--- config.mk ---
export PLATFORM = sky130hd
export DESIGN_NAME = sorted_array_insert_remove_top
export DESIGN_NICKNAME = d
export VERILOG_FILES = /design/src/hdl/sai_pkg.sv /design/src/hdl/sai_dp.sv /design/src/hdl/sai_ctrl.sv /design/src/hdl/sorted_array_insert_remove_top.sv
export SDC_FILE = /design/constraint.sdc
export NUM_CORES = 1
export LEC_CHECK = 0
export BUFFER_PORTS_ARGS = -buffer_cell sky130_fd_sc_hd__buf_2
export CORE_AREA = 2 2 370 225
export CTS_CLUSTER_SIZE = 28
export DETAILED_ROUTE_END_ITERATION = 12
export DIE_AREA = 0 0 372 227
export GPL_ROUTABILITY_DRIVEN = 0
export GPL_TIMING_DRIVEN = 0
export SLEW_MARGIN = 10
export SYNTH_ARGS = -nofsm -noshare
export SYNTH_HDL_FRONTEND = slang
export SYNTH_HIERARCHICAL = 1
export SYNTH_SLANG_ARGS = --single-unit
--- constraint.sdc ---
create_clock -name clk -period 12.65 [get_ports clk]
set_clock_uncertainty 0.1 [all_clocks]
set_input_delay 1.8975 -clock clk [delete_from_list [all_inputs] [get_ports clk]]
set_output_delay 1.8975 -clock clk [all_outputs]
set_load 0.005 [all_outputs]
--- src/hdl/sai_pkg.sv ---
// Shared types and constants for the sorted key list.
`default_nettype none

package sai_pkg;

    // Fixed field widths of the word ports
    localparam int unsigned KEY_PORT_W = 32;
    localparam int unsigned IDX_W      = 4;
    localparam int unsigned CNT_W      = 5;
    localparam int unsigned ACT_W      = 2;
    localparam int unsigned STAT_W     = 2;

    localparam logic [CNT_W-1:0] CAP_RESET = 5'd16;

    typedef enum logic [ACT_W-1:0] {
        ACT_INSERT = 2'd0,
        ACT_LOOKUP = 2'd1,
        ACT_REMOVE = 2'd2,
        ACT_CLEAR  = 2'd3
    } action_t;

    typedef enum logic [STAT_W-1:0] {
        ST_OK    = 2'd0,
        ST_FULL  = 2'd1,
        ST_RANGE = 2'd2
    } status_t;

    typedef enum logic [2:0] {
        S_IDLE,
        S_INS_WALK,
        S_INS_PUT,
        S_RD_WAIT,
        S_RM_SHIFT
    } state_t;

    // Position pointer update
    typedef enum logic [2:0] {
        P_HOLD,
        P_HELD,
        P_INDEX,
        P_DEC,
        P_INC
    } p_sel_t;

    // Read address source
    typedef enum logic [2:0] {
        RD_HELD_M1,
        RD_INDEX,
        RD_P_M2,
        RD_P_P1,
        RD_P_P2
    } rd_sel_t;

    typedef enum logic {
        WR_DATA,
        WR_KEY
    } wr_sel_t;

    typedef enum logic [1:0] {
        HELD_KEEP,
        HELD_INC,
        HELD_DEC,
        HELD_CLR
    } held_op_t;

    typedef enum logic [1:0] {
        RK_ZERO,
        RK_RDATA,
        RK_SAVED
    } rk_sel_t;

    typedef struct packed {
        logic     load;
        p_sel_t   p_sel;
        logic     rd_en;
        rd_sel_t  rd_sel;
        logic     wr_en;
        wr_sel_t  wr_sel;
        logic     cap_rk;
        logic     finish;
        held_op_t held_op;
        status_t  fin_status;
        rk_sel_t  rk_sel;
    } dp_cmd_t;

    typedef struct packed {
        logic full;
        logic range_err;
        logic held_zero;
        logic ge;
        logic p_is_one;
        logic p1_lt_held;
        logic p2_lt_held;
    } dp_stat_t;

endpackage

`default_nettype wire

--- src/hdl/sai_dp.sv ---
// Datapath of the sorted key list: key store, pointers, count and result registers.
`default_nettype none

module sai_dp
    import sai_pkg::*;
#(
    parameter int unsigned DEPTH     = 16,
    parameter int unsigned KEY_WIDTH = 32
) (
    input  wire logic                  clk,
    input  wire logic                  rst_n,
    input  wire logic [KEY_PORT_W-1:0] key,
    input  wire logic [IDX_W-1:0]      index,
    input  wire logic                  cfg_we,
    input  wire logic [CNT_W-1:0]      cfg_wdata,
    input  wire dp_cmd_t               cmd,
    output dp_stat_t                   stat,
    output logic                       done,
    output logic [KEY_PORT_W-1:0]      read_key,
    output logic [CNT_W-1:0]           count,
    output logic [STAT_W-1:0]          status
);

    localparam int unsigned AW = (DEPTH > 1) ? $clog2(DEPTH) : 1;

    logic [KEY_WIDTH-1:0] mem [DEPTH];

    logic [CNT_W-1:0]     capacity_reg;
    logic [CNT_W-1:0]     held_reg, held_next;
    logic [CNT_W-1:0]     p_reg, p_next;
    logic [KEY_WIDTH-1:0] key_reg;
    logic [KEY_WIDTH-1:0] rk_reg;
    logic [KEY_WIDTH-1:0] rd_data_reg;
    logic                 done_reg;
    logic [KEY_WIDTH-1:0] read_key_reg, read_key_next;
    logic [CNT_W-1:0]     count_reg;
    status_t              status_reg;

    logic [CNT_W-1:0]     idx_ext;
    logic [CNT_W-1:0]     p_m1, p_p1, p_m2, p_p2, held_m1;
    logic [CNT_W:0]       p_p1_wide, p_p2_wide;
    logic [CNT_W-1:0]     rd_cnt;
    logic [AW-1:0]        rd_addr, wr_addr;
    logic [KEY_WIDTH-1:0] wr_data;

    assign idx_ext   = {1'b0, index};
    assign p_m1      = p_reg - CNT_W'(1);
    assign p_m2      = p_reg - CNT_W'(2);
    assign p_p1      = p_reg + CNT_W'(1);
    assign p_p2      = p_reg + CNT_W'(2);
    assign held_m1   = held_reg - CNT_W'(1);
    assign p_p1_wide = {1'b0, p_reg} + (CNT_W+1)'(1);
    assign p_p2_wide = {1'b0, p_reg} + (CNT_W+1)'(2);

    // Status back to the controller
    always_comb
    begin
        stat.full       = (held_reg >= capacity_reg) || (32'(held_reg) >= 32'(DEPTH));
        stat.range_err  = (idx_ext >= held_reg);
        stat.held_zero  = (held_reg == '0);
        stat.ge         = (rd_data_reg >= key_reg);
        stat.p_is_one   = (p_reg == CNT_W'(1));
        stat.p1_lt_held = (p_p1_wide < {1'b0, held_reg});
        stat.p2_lt_held = (p_p2_wide < {1'b0, held_reg});
    end

    // Select read address
    always_comb
    begin
        case (cmd.rd_sel)
            RD_HELD_M1: rd_cnt = held_m1;
            RD_INDEX:   rd_cnt = idx_ext;
            RD_P_M2:    rd_cnt = p_m2;
            RD_P_P1:    rd_cnt = p_p1;
            RD_P_P2:    rd_cnt = p_p2;
            default:    rd_cnt = p_reg;
        endcase
    end

    assign rd_addr = AW'(rd_cnt);
    assign wr_addr = AW'(p_reg);
    assign wr_data = (cmd.wr_sel == WR_KEY) ? key_reg : rd_data_reg;

    // Key store: one write and one registered read per cycle
    always_ff @(posedge clk)
    begin
        if (cmd.wr_en)
        begin
            mem[wr_addr] <= wr_data;
        end
        if (cmd.rd_en)
        begin
            rd_data_reg <= mem[rd_addr];
        end
    end

    // Select the next position pointer: hold, load or step it
    always_comb
    begin
        case (cmd.p_sel)
            P_HOLD:  p_next = p_reg;
            P_HELD:  p_next = held_reg;
            P_INDEX: p_next = idx_ext;
            P_DEC:   p_next = p_m1;
            P_INC:   p_next = p_p1;
            default: p_next = p_reg;
        endcase
    end

    // Update the key count on finish
    always_comb
    begin
        held_next = held_reg;
        if (cmd.finish)
        begin
            case (cmd.held_op)
                HELD_KEEP: held_next = held_reg;
                HELD_INC:  held_next = held_reg + CNT_W'(1);
                HELD_DEC:  held_next = held_m1;
                HELD_CLR:  held_next = '0;
                default:   held_next = held_reg;
            endcase
        end
    end

    always_comb
    begin
        case (cmd.rk_sel)
            RK_ZERO:  read_key_next = '0;
            RK_RDATA: read_key_next = rd_data_reg;
            RK_SAVED: read_key_next = rk_reg;
            default:  read_key_next = '0;
        endcase
    end

    // Control registers
    always_ff @(posedge clk or negedge rst_n)
    begin
        if (!rst_n)
        begin
            capacity_reg <= CAP_RESET;
            held_reg     <= '0;
            done_reg     <= 1'b0;
        end
        else
        begin
            if (cfg_we)
            begin
                capacity_reg <= cfg_wdata;
            end
            held_reg <= held_next;
            done_reg <= cmd.finish;
        end
    end

    // Hold operands and result word
    always_ff @(posedge clk)
    begin
        p_reg <= p_next;
        if (cmd.load)
        begin
            key_reg <= KEY_WIDTH'(key);
        end
        if (cmd.cap_rk)
        begin
            rk_reg <= rd_data_reg;
        end
        if (cmd.finish)
        begin
            read_key_reg <= read_key_next;
            count_reg    <= held_next;
            status_reg   <= cmd.fin_status;
        end
    end

    assign done     = done_reg;
    assign read_key = KEY_PORT_W'(read_key_reg);
    assign count    = count_reg;
    assign status   = status_reg;

    a_count_matches: assert property (@(posedge clk) disable iff (!rst_n)
        done_reg |-> (count_reg == held_reg))
        else $error("reported count differs from stored count");

    a_held_bound: assert property (@(posedge clk) disable iff (!rst_n)
        32'(held_reg) <= 32'(DEPTH))
        else $error("stored count exceeds store depth");

    a_read_in_list: assert property (@(posedge clk) disable iff (!rst_n)
        cmd.rd_en |-> (rd_cnt < held_reg))
        else $error("read outside the held keys");

    a_write_in_list: assert property (@(posedge clk) disable iff (!rst_n)
        cmd.wr_en |-> (p_reg <= held_reg) && (32'(p_reg) < 32'(DEPTH)))
        else $error("write beyond the list end");

    a_no_grow_full: assert property (@(posedge clk) disable iff (!rst_n)
        (cmd.finish && (cmd.held_op == HELD_INC)) |-> !stat.full)
        else $error("insert completed on a full list");

endmodule

`default_nettype wire

--- src/hdl/sai_ctrl.sv ---
// Controller state machine of the sorted key list.
`default_nettype none

module sai_ctrl
    import sai_pkg::*;
(
    input  wire logic             clk,
    input  wire logic             rst_n,
    input  wire logic             start,
    input  wire logic [ACT_W-1:0] action,
    input  wire dp_stat_t         stat,
    output logic                  busy,
    output dp_cmd_t               cmd
);

    state_t  state_reg, state_next;
    logic    rm_reg, rm_next;
    action_t act;
    logic    accept;

    assign act    = action_t'(action);
    assign accept = start && (state_reg == S_IDLE);
    assign busy   = (state_reg != S_IDLE);
    assign rm_next = accept ? (act == ACT_REMOVE) : rm_reg;

    always_ff @(posedge clk or negedge rst_n)
    begin
        if (!rst_n)
        begin
            state_reg <= S_IDLE;
            rm_reg    <= 1'b0;
        end
        else
        begin
            state_reg <= state_next;
            rm_reg    <= rm_next;
        end
    end

    // Next state
    always_comb
    begin
        state_next = state_reg;
        case (state_reg)
            S_IDLE:
            begin
                if (start)
                begin
                    case (act)
                        ACT_INSERT:
                        begin
                            if (!stat.full)
                            begin
                                state_next = stat.held_zero ? S_INS_PUT : S_INS_WALK;
                            end
                        end
                        ACT_LOOKUP, ACT_REMOVE:
                        begin
                            if (!stat.range_err)
                            begin
                                state_next = S_RD_WAIT;
                            end
                        end
                        default: state_next = S_IDLE;
                    endcase
                end
            end
            S_INS_WALK:
            begin
                if (!stat.ge)
                begin
                    state_next = S_IDLE;
                end
                else if (stat.p_is_one)
                begin
                    state_next = S_INS_PUT;
                end
            end
            S_INS_PUT:
            begin
                state_next = S_IDLE;
            end
            S_RD_WAIT:
            begin
                state_next = (rm_reg && stat.p1_lt_held) ? S_RM_SHIFT : S_IDLE;
            end
            S_RM_SHIFT:
            begin
                if (!stat.p2_lt_held)
                begin
                    state_next = S_IDLE;
                end
            end
            default: state_next = S_IDLE;
        endcase
    end

    // Datapath commands
    always_comb
    begin
        cmd            = '0;
        cmd.p_sel      = P_HOLD;
        cmd.rd_sel     = RD_INDEX;
        cmd.wr_sel     = WR_DATA;
        cmd.held_op    = HELD_KEEP;
        cmd.fin_status = ST_OK;
        cmd.rk_sel     = RK_ZERO;
        case (state_reg)
            S_IDLE:
            begin
                if (start)
                begin
                    cmd.load = 1'b1;
                    case (act)
                        ACT_INSERT:
                        begin
                            if (stat.full)
                            begin
                                cmd.finish     = 1'b1;
                                cmd.fin_status = ST_FULL;
                            end
                            else
                            begin
                                // walk down from the top of the list
                                cmd.p_sel  = P_HELD;
                                cmd.rd_en  = !stat.held_zero;
                                cmd.rd_sel = RD_HELD_M1;
                            end
                        end
                        ACT_LOOKUP, ACT_REMOVE:
                        begin
                            if (stat.range_err)
                            begin
                                cmd.finish     = 1'b1;
                                cmd.fin_status = ST_RANGE;
                            end
                            else
                            begin
                                cmd.p_sel  = P_INDEX;
                                cmd.rd_en  = 1'b1;
                                cmd.rd_sel = RD_INDEX;
                            end
                        end
                        ACT_CLEAR:
                        begin
                            cmd.finish  = 1'b1;
                            cmd.held_op = HELD_CLR;
                        end
                        default: cmd.load = 1'b1;
                    endcase
                end
            end
            S_INS_WALK:
            begin
                cmd.wr_en = 1'b1;
                if (stat.ge)
                begin
                    // shift a key not smaller than the new one up and look one lower
                    cmd.wr_sel = WR_DATA;
                    cmd.p_sel  = P_DEC;
                    cmd.rd_en  = !stat.p_is_one;
                    cmd.rd_sel = RD_P_M2;
                end
                else
                begin
                    cmd.wr_sel  = WR_KEY;
                    cmd.finish  = 1'b1;
                    cmd.held_op = HELD_INC;
                end
            end
            S_INS_PUT:
            begin
                cmd.wr_en   = 1'b1;
                cmd.wr_sel  = WR_KEY;
                cmd.finish  = 1'b1;
                cmd.held_op = HELD_INC;
            end
            S_RD_WAIT:
            begin
                if (!rm_reg)
                begin
                    cmd.finish = 1'b1;
                    cmd.rk_sel = RK_RDATA;
                end
                else if (stat.p1_lt_held)
                begin
                    // save the removed key and fetch its successor
                    cmd.cap_rk = 1'b1;
                    cmd.rd_en  = 1'b1;
                    cmd.rd_sel = RD_P_P1;
                end
                else
                begin
                    cmd.finish  = 1'b1;
                    cmd.rk_sel  = RK_RDATA;
                    cmd.held_op = HELD_DEC;
                end
            end
            S_RM_SHIFT:
            begin
                // close the gap one entry per cycle
                cmd.wr_en  = 1'b1;
                cmd.wr_sel = WR_DATA;
                cmd.p_sel  = P_INC;
                if (stat.p2_lt_held)
                begin
                    cmd.rd_en  = 1'b1;
                    cmd.rd_sel = RD_P_P2;
                end
                else
                begin
                    cmd.finish  = 1'b1;
                    cmd.rk_sel  = RK_SAVED;
                    cmd.held_op = HELD_DEC;
                end
            end
            default: cmd.load = 1'b0;
        endcase
    end

    a_one_finish_per_word: assert property (@(posedge clk) disable iff (!rst_n)
        (cmd.finish && busy) |=> !busy)
        else $error("controller stayed busy after finishing a word");

    a_accept_idle: assert property (@(posedge clk) disable iff (!rst_n)
        (cmd.rd_en || cmd.wr_en || cmd.finish) |-> (busy || start))
        else $error("datapath command without a word in flight");

    a_walk_has_read: assert property (@(posedge clk) disable iff (!rst_n)
        (state_reg == S_INS_WALK) |-> $past(cmd.rd_en))
        else $error("insert walk without a pending read");

endmodule

`default_nettype wire

--- src/hdl/sorted_array_insert_remove_top.sv ---
// Top level of the sorted key list: controller and datapath.
//
//  channel   handshake          payload                      direction
//  command   start / busy       action, key, index           in
//  result    done (one cycle)   read_key, count, status      out
//  config    cfg_we             cfg_wdata (capacity)         in
//
// A word is taken at a clock edge with start high and busy low; done rises in
// the cycle after the word finishes. Full, out-of-range and clear words need no
// store access; an insert walks down from the top of the list and a remove
// shifts the keys above the index down; the walk moves one entry per cycle.
// Reset empties the list and sets capacity to 16; the store needs no sweep.
// The receiver cannot stall: each result is shown for exactly one cycle.
`default_nettype none

module sorted_array_insert_remove_top
    import sai_pkg::*;
#(
    parameter int unsigned DEPTH     = 16,
    parameter int unsigned KEY_WIDTH = 32
) (
    input  wire logic                  clk,
    input  wire logic                  rst_n,
    input  wire logic                  start,
    output logic                       busy,
    input  wire logic [ACT_W-1:0]      action,
    input  wire logic [KEY_PORT_W-1:0] key,
    input  wire logic [IDX_W-1:0]      index,
    input  wire logic                  cfg_we,
    input  wire logic [CNT_W-1:0]      cfg_wdata,
    output logic                       done,
    output logic [KEY_PORT_W-1:0]      read_key,
    output logic [CNT_W-1:0]           count,
    output logic [STAT_W-1:0]          status
);

    dp_cmd_t  cmd;
    dp_stat_t stat;

    sai_ctrl u_ctrl (
        .clk    (clk),
        .rst_n  (rst_n),
        .start  (start),
        .action (action),
        .stat   (stat),
        .busy   (busy),
        .cmd    (cmd)
    );

    sai_dp #(
        .DEPTH     (DEPTH),
        .KEY_WIDTH (KEY_WIDTH)
    ) u_dp (
        .clk       (clk),
        .rst_n     (rst_n),
        .key       (key),
        .index     (index),
        .cfg_we    (cfg_we),
        .cfg_wdata (cfg_wdata),
        .cmd       (cmd),
        .stat      (stat),
        .done      (done),
        .read_key  (read_key),
        .count     (count),
        .status    (status)
    );

endmodule

`default_nettype wire

==> metrics.csv <==
stage,metric,value,unit
critical_path,reg2reg end,u_dp/rd_data_reg[21],
floorplanning,Die Area,0.0844,mm²
yosys,sequential share of the synthesized area,70.8,%
critical_path,reg-to-reg startpoint,u_dp/rd_data_reg[0],
yosys,Syn Inst Count,1988,
clock_tree,CTS Sinks,667,
floorplanning,Die Ht,227,µm
route,DR vias,18700,
yosys,post-synth design cell area,0.0282,mm²
timing,WHS,0.421,ns
clock_tree,Root Driver,clkbuf_16,
route,DR top layer,met4,
yosys,Area contributors post-synth,"edfxtp_1, nand2_1, a311oi_1",
global_route,grt ovf,0,
clock_tree,worst skew pair latency,0.65,ns
place,hpwl dp,60.4,mm
yosys,post-synthesis register bit count,667,
critical_path,nature of the critical path endpoint,register,
timing,Tmin final,7.87,ns
critical_path,Critical Path Start,u_dp/rd_data_reg[0],
clock_tree,clk slew on worst S/H paths,0.07,ns
layout,Finished Layout Cells,3293,
timing,Worst Slack Setup Final,4.78,ns
hold_path,worst min path class,register to register,
route,metal1 wirelength,38.3,mm
floorplanning,Cell Rows,81,
critical_path,Setup CP Type,register to register,
route,drt pass-1 iters,6,
clock_tree,Post-CTS Setup Repair Bufs,0,
yosys,Compound-Gate Fraction of Synth Area,11.0,%
clock_tree,CTS buffer count,59,
route,Detail Route Antenna Nets,0,
yosys,Synth Flop Type,edfxtp_1,
timing,Fin. Hold Viols,0,
power,combinational share of power,42.4,%
layout,layout cells sized above 1,13.5,%
critical_path,CP required,12.91,ns
layout,max reg flops,512,
timing,Final setup viols,0,
timing,RSZ-0062 raised after global routing,no,
yosys,"FFs w/ async S/R, synth",2.25,%
yosys,Synth Area in XOR/XNOR,0.404,%
yosys,Netlist cell types,65,
timing,fin crit share,62.2,%
yosys,mux contribution to synthesized area,1.71,%
yosys,synth cell count leaders,"edfxtp_1, nand2_1, a211oi_1",
power,Pint,5.40,mW
yosys,top-area cell type share of the netlist area,69.5,%
global_route,Overall Global Routing Usage,19.5,%
timing,Max-slew headroom,21.9,%
critical_path,worst reg2reg path depth,24,
route,drt wl/cell,25.4,µm
critical_path,Crit path arrival time,8.13,ns
floorplanning,Die Wd,372,µm
layout,Largest Register,u_dp/mem,
floorplanning,I/O pins,88,
flow_run,maxcap violations,0,
critical_path,CP endpoint,u_dp/rd_data_reg[21],
power,LEAKAGE,11.1,nW
status,status,completed,
power,Clock power frac,19.3,%
layout,n_diodes,0,
yosys,Syn Nets,2102,
place,number of I/O port buffers,86,
clock_tree,clock buffer depth,3,
route,met2 wire length,33.1,mm
route,DRT iter0 DRCs,2937,
route,vias per cell,5.68,
route,DRC,0,
global_route,vias in the first global route,17600,
critical_path,reg2reg setup slack,4.78,ns
yosys,post-synth top area cell,edfxtp_1,
global_route,pin count of the biggest net entering global routing,35,
critical_path,CP max FO,10,
layout,Post-layout nets,2285,
yosys,Post-synth EDFFs,652,
global_route,first-pass GRT wire length,120,mm
global_route,initial antenna violation count,3,
clock_tree,post-CTS sizing,0,
timing,Final TNS setup,0,ns
power,post-layout total power,9.28,mW
timing,Pins Over Slew Limit,0,
place,Cells after DPL,3189,
timing,FMAX,127,MHz
power,Pwr Density,286,mW/mm²
power,Worst IR Drop VDD,0.195,mV
power,Sw Share,41.8,%
yosys,simple-gate area share of the yosys netlist,10.1,%
route,total routed wirelength,83.7,mm
critical_path,Critical Path Start Type,register,
clock_tree,CTS tree,done,
clock_tree,H-tree depth,2,
place,DP Worst Slack,5.08,ns
layout,Area Overhead vs Synth,14.9,%
floorplanning,starting density of the core,34.8,%
yosys,largest family of logic cells by synthesized area,compound AO/OA/AOI/OAI gates,
timing,Worst-Margin Slew,1.16,ns
yosys,Avg Inst Size Synth,14.2,µm²
yosys,most common cell in the netlist,edfxtp_1,
yosys,adder-cell area share of the yosys netlist,3.00,%
power,sequential power share,38.3,%
floorplanning,core footprint,0.0810,mm²
yosys,Synthesis Warnings,6,
power,Net Switching,3.88,mW
clock_tree,hold buffers post-CTS,0,
route,met3 wire len,11.4,mm
-- routing by layer --
| metal | GRT usage, % | vias up |
|---|---|---|
| met5 | 0 | - |
| met4 | 3.43 | 0 |
| met3 | 5.03 | 73 |
| met2 | 26.2 | 1087 |
| met1 | 31.5 | 9432 |
| li1 | - | 8107 |
-- logic make-up (layout without fill, tap and decap cells) --
kind of cell	after synthesis	in the layout
DFF	667	667
and+or+nand+nor	582	582
AOI/OAI and AO/OA	408	408
buffers and inverters	207	433
adders and majority gates	67	67
muxes	44	44
xor gates and xnor gates	13	13
-- stage by stage --
stage               util [%]  area (µm²)
floorplan                  -       28200
detailed placement      37.7       30500
CTS                     40.0       32400
finish                  40.0       32400
global placement        37.0       30000
global route            40.0       32400
-- placed cells by master (no fill, tap or decap), types with 6 or more instances in the layout --
master / instances
dfrtp_1: 14
a211oi_1: 130
xnor2_1: 9
nor2_1: 46
nand4_1: 9
mux2_2: 34
buf_1: 7
a21o_1: 17
o22ai_1: 11
nand2_1: 293
ha_1: 66
mux2i_1: 10
buf_2: 114
nor2b_1: 6
a21oi_1: 28
inv_1: 62
and3_1: 127
nor3_1: 6
edfxtp_1: 652
buf_6: 11
bufinv_16: 6
nor2_4: 10
o21ai_0: 27
clkbuf_1: 115
a22oi_1: 33
clkbuf_16: 60
clkinv_2: 12
nand2b_1: 11
clkinv_1: 10
or4_1: 31
buf_4: 18
buf_12: 10
nand3_1: 10
a311oi_1: 124
-- cell type report --
| type | count | area [µm²] |
|---|---|---|
| Sequential cell | 667 | 20000 |
| Clock buffer | 72 | 1550 |
| Timing Repair Buffer | 122 | 892 |
| Tap cell | 1079 | 1350 |
| Clock inverter | 32 | 319 |
| Buffer | 144 | 611 |
| Inverter | 63 | 236 |
| Multi-Input combinational cell | 1114 | 7490 |
| Fill cell | 7315 | 48600 |
-- power by group through the flow --
stage               logic, mW  registers, mW  clock network, mW
floorplan                2.24           3.46                  0
detailed placement       3.82           3.59                  0
CTS                      3.83           3.55               1.82
global placement         3.65           3.61                  0
global route             4.19           3.58               1.90
finish                   3.94           3.55               1.79
-- worst min path at each step --
| stage | startpoint | end | slack, ns | cells past startpoint |
|---|---|---|---|---|
| floorplan | u_dp/rd_data_reg[0] | u_dp/rk_reg[0] | 0.35 | 0 |
| global placement | u_dp/rd_data_reg[17] | u_dp/rk_reg[17] | 0.40 | 0 |
| detailed placement | u_dp/rd_data_reg[17] | u_dp/rk_reg[17] | 0.41 | 0 |
| CTS | u_dp/capacity_reg[4] | u_dp/capacity_reg[4] | 0.42 | 2 |
| global route | u_dp/capacity_reg[0] | u_dp/capacity_reg[0] | 0.44 | 1 |
| finish | u_dp/rd_data_reg[19] | u_dp/rk_reg[19] | 0.42 | 0 |
-- critical path, stage by stage (launching register included) --
cell	delay, ns
edfxtp_1	0.59
inv_1	0.11
ha_1	0.29
nand2b_1	0.09
a21o_1	0.11
a21o_1	0.12
a21oi_1	0.08
o21ai_0	0.39
a21oi_1	0.26
a2bb2oi_1	0.57
or4bb_1	0.64
nand2_1	0.18
buf_2	0.23
clkbuf_1	0.33
nor3_1	0.12
fa_1	0.44
or3b_1	0.37
a211oi_1	0.44
a221oi_4	0.18
buf_2	0.28
clkbuf_1	0.37
and3_1	0.34
a211oi_1	0.25
a311oi_1	0.13
or4_1	0.57
No activity file was read; power rests on OpenSTA's default activity.
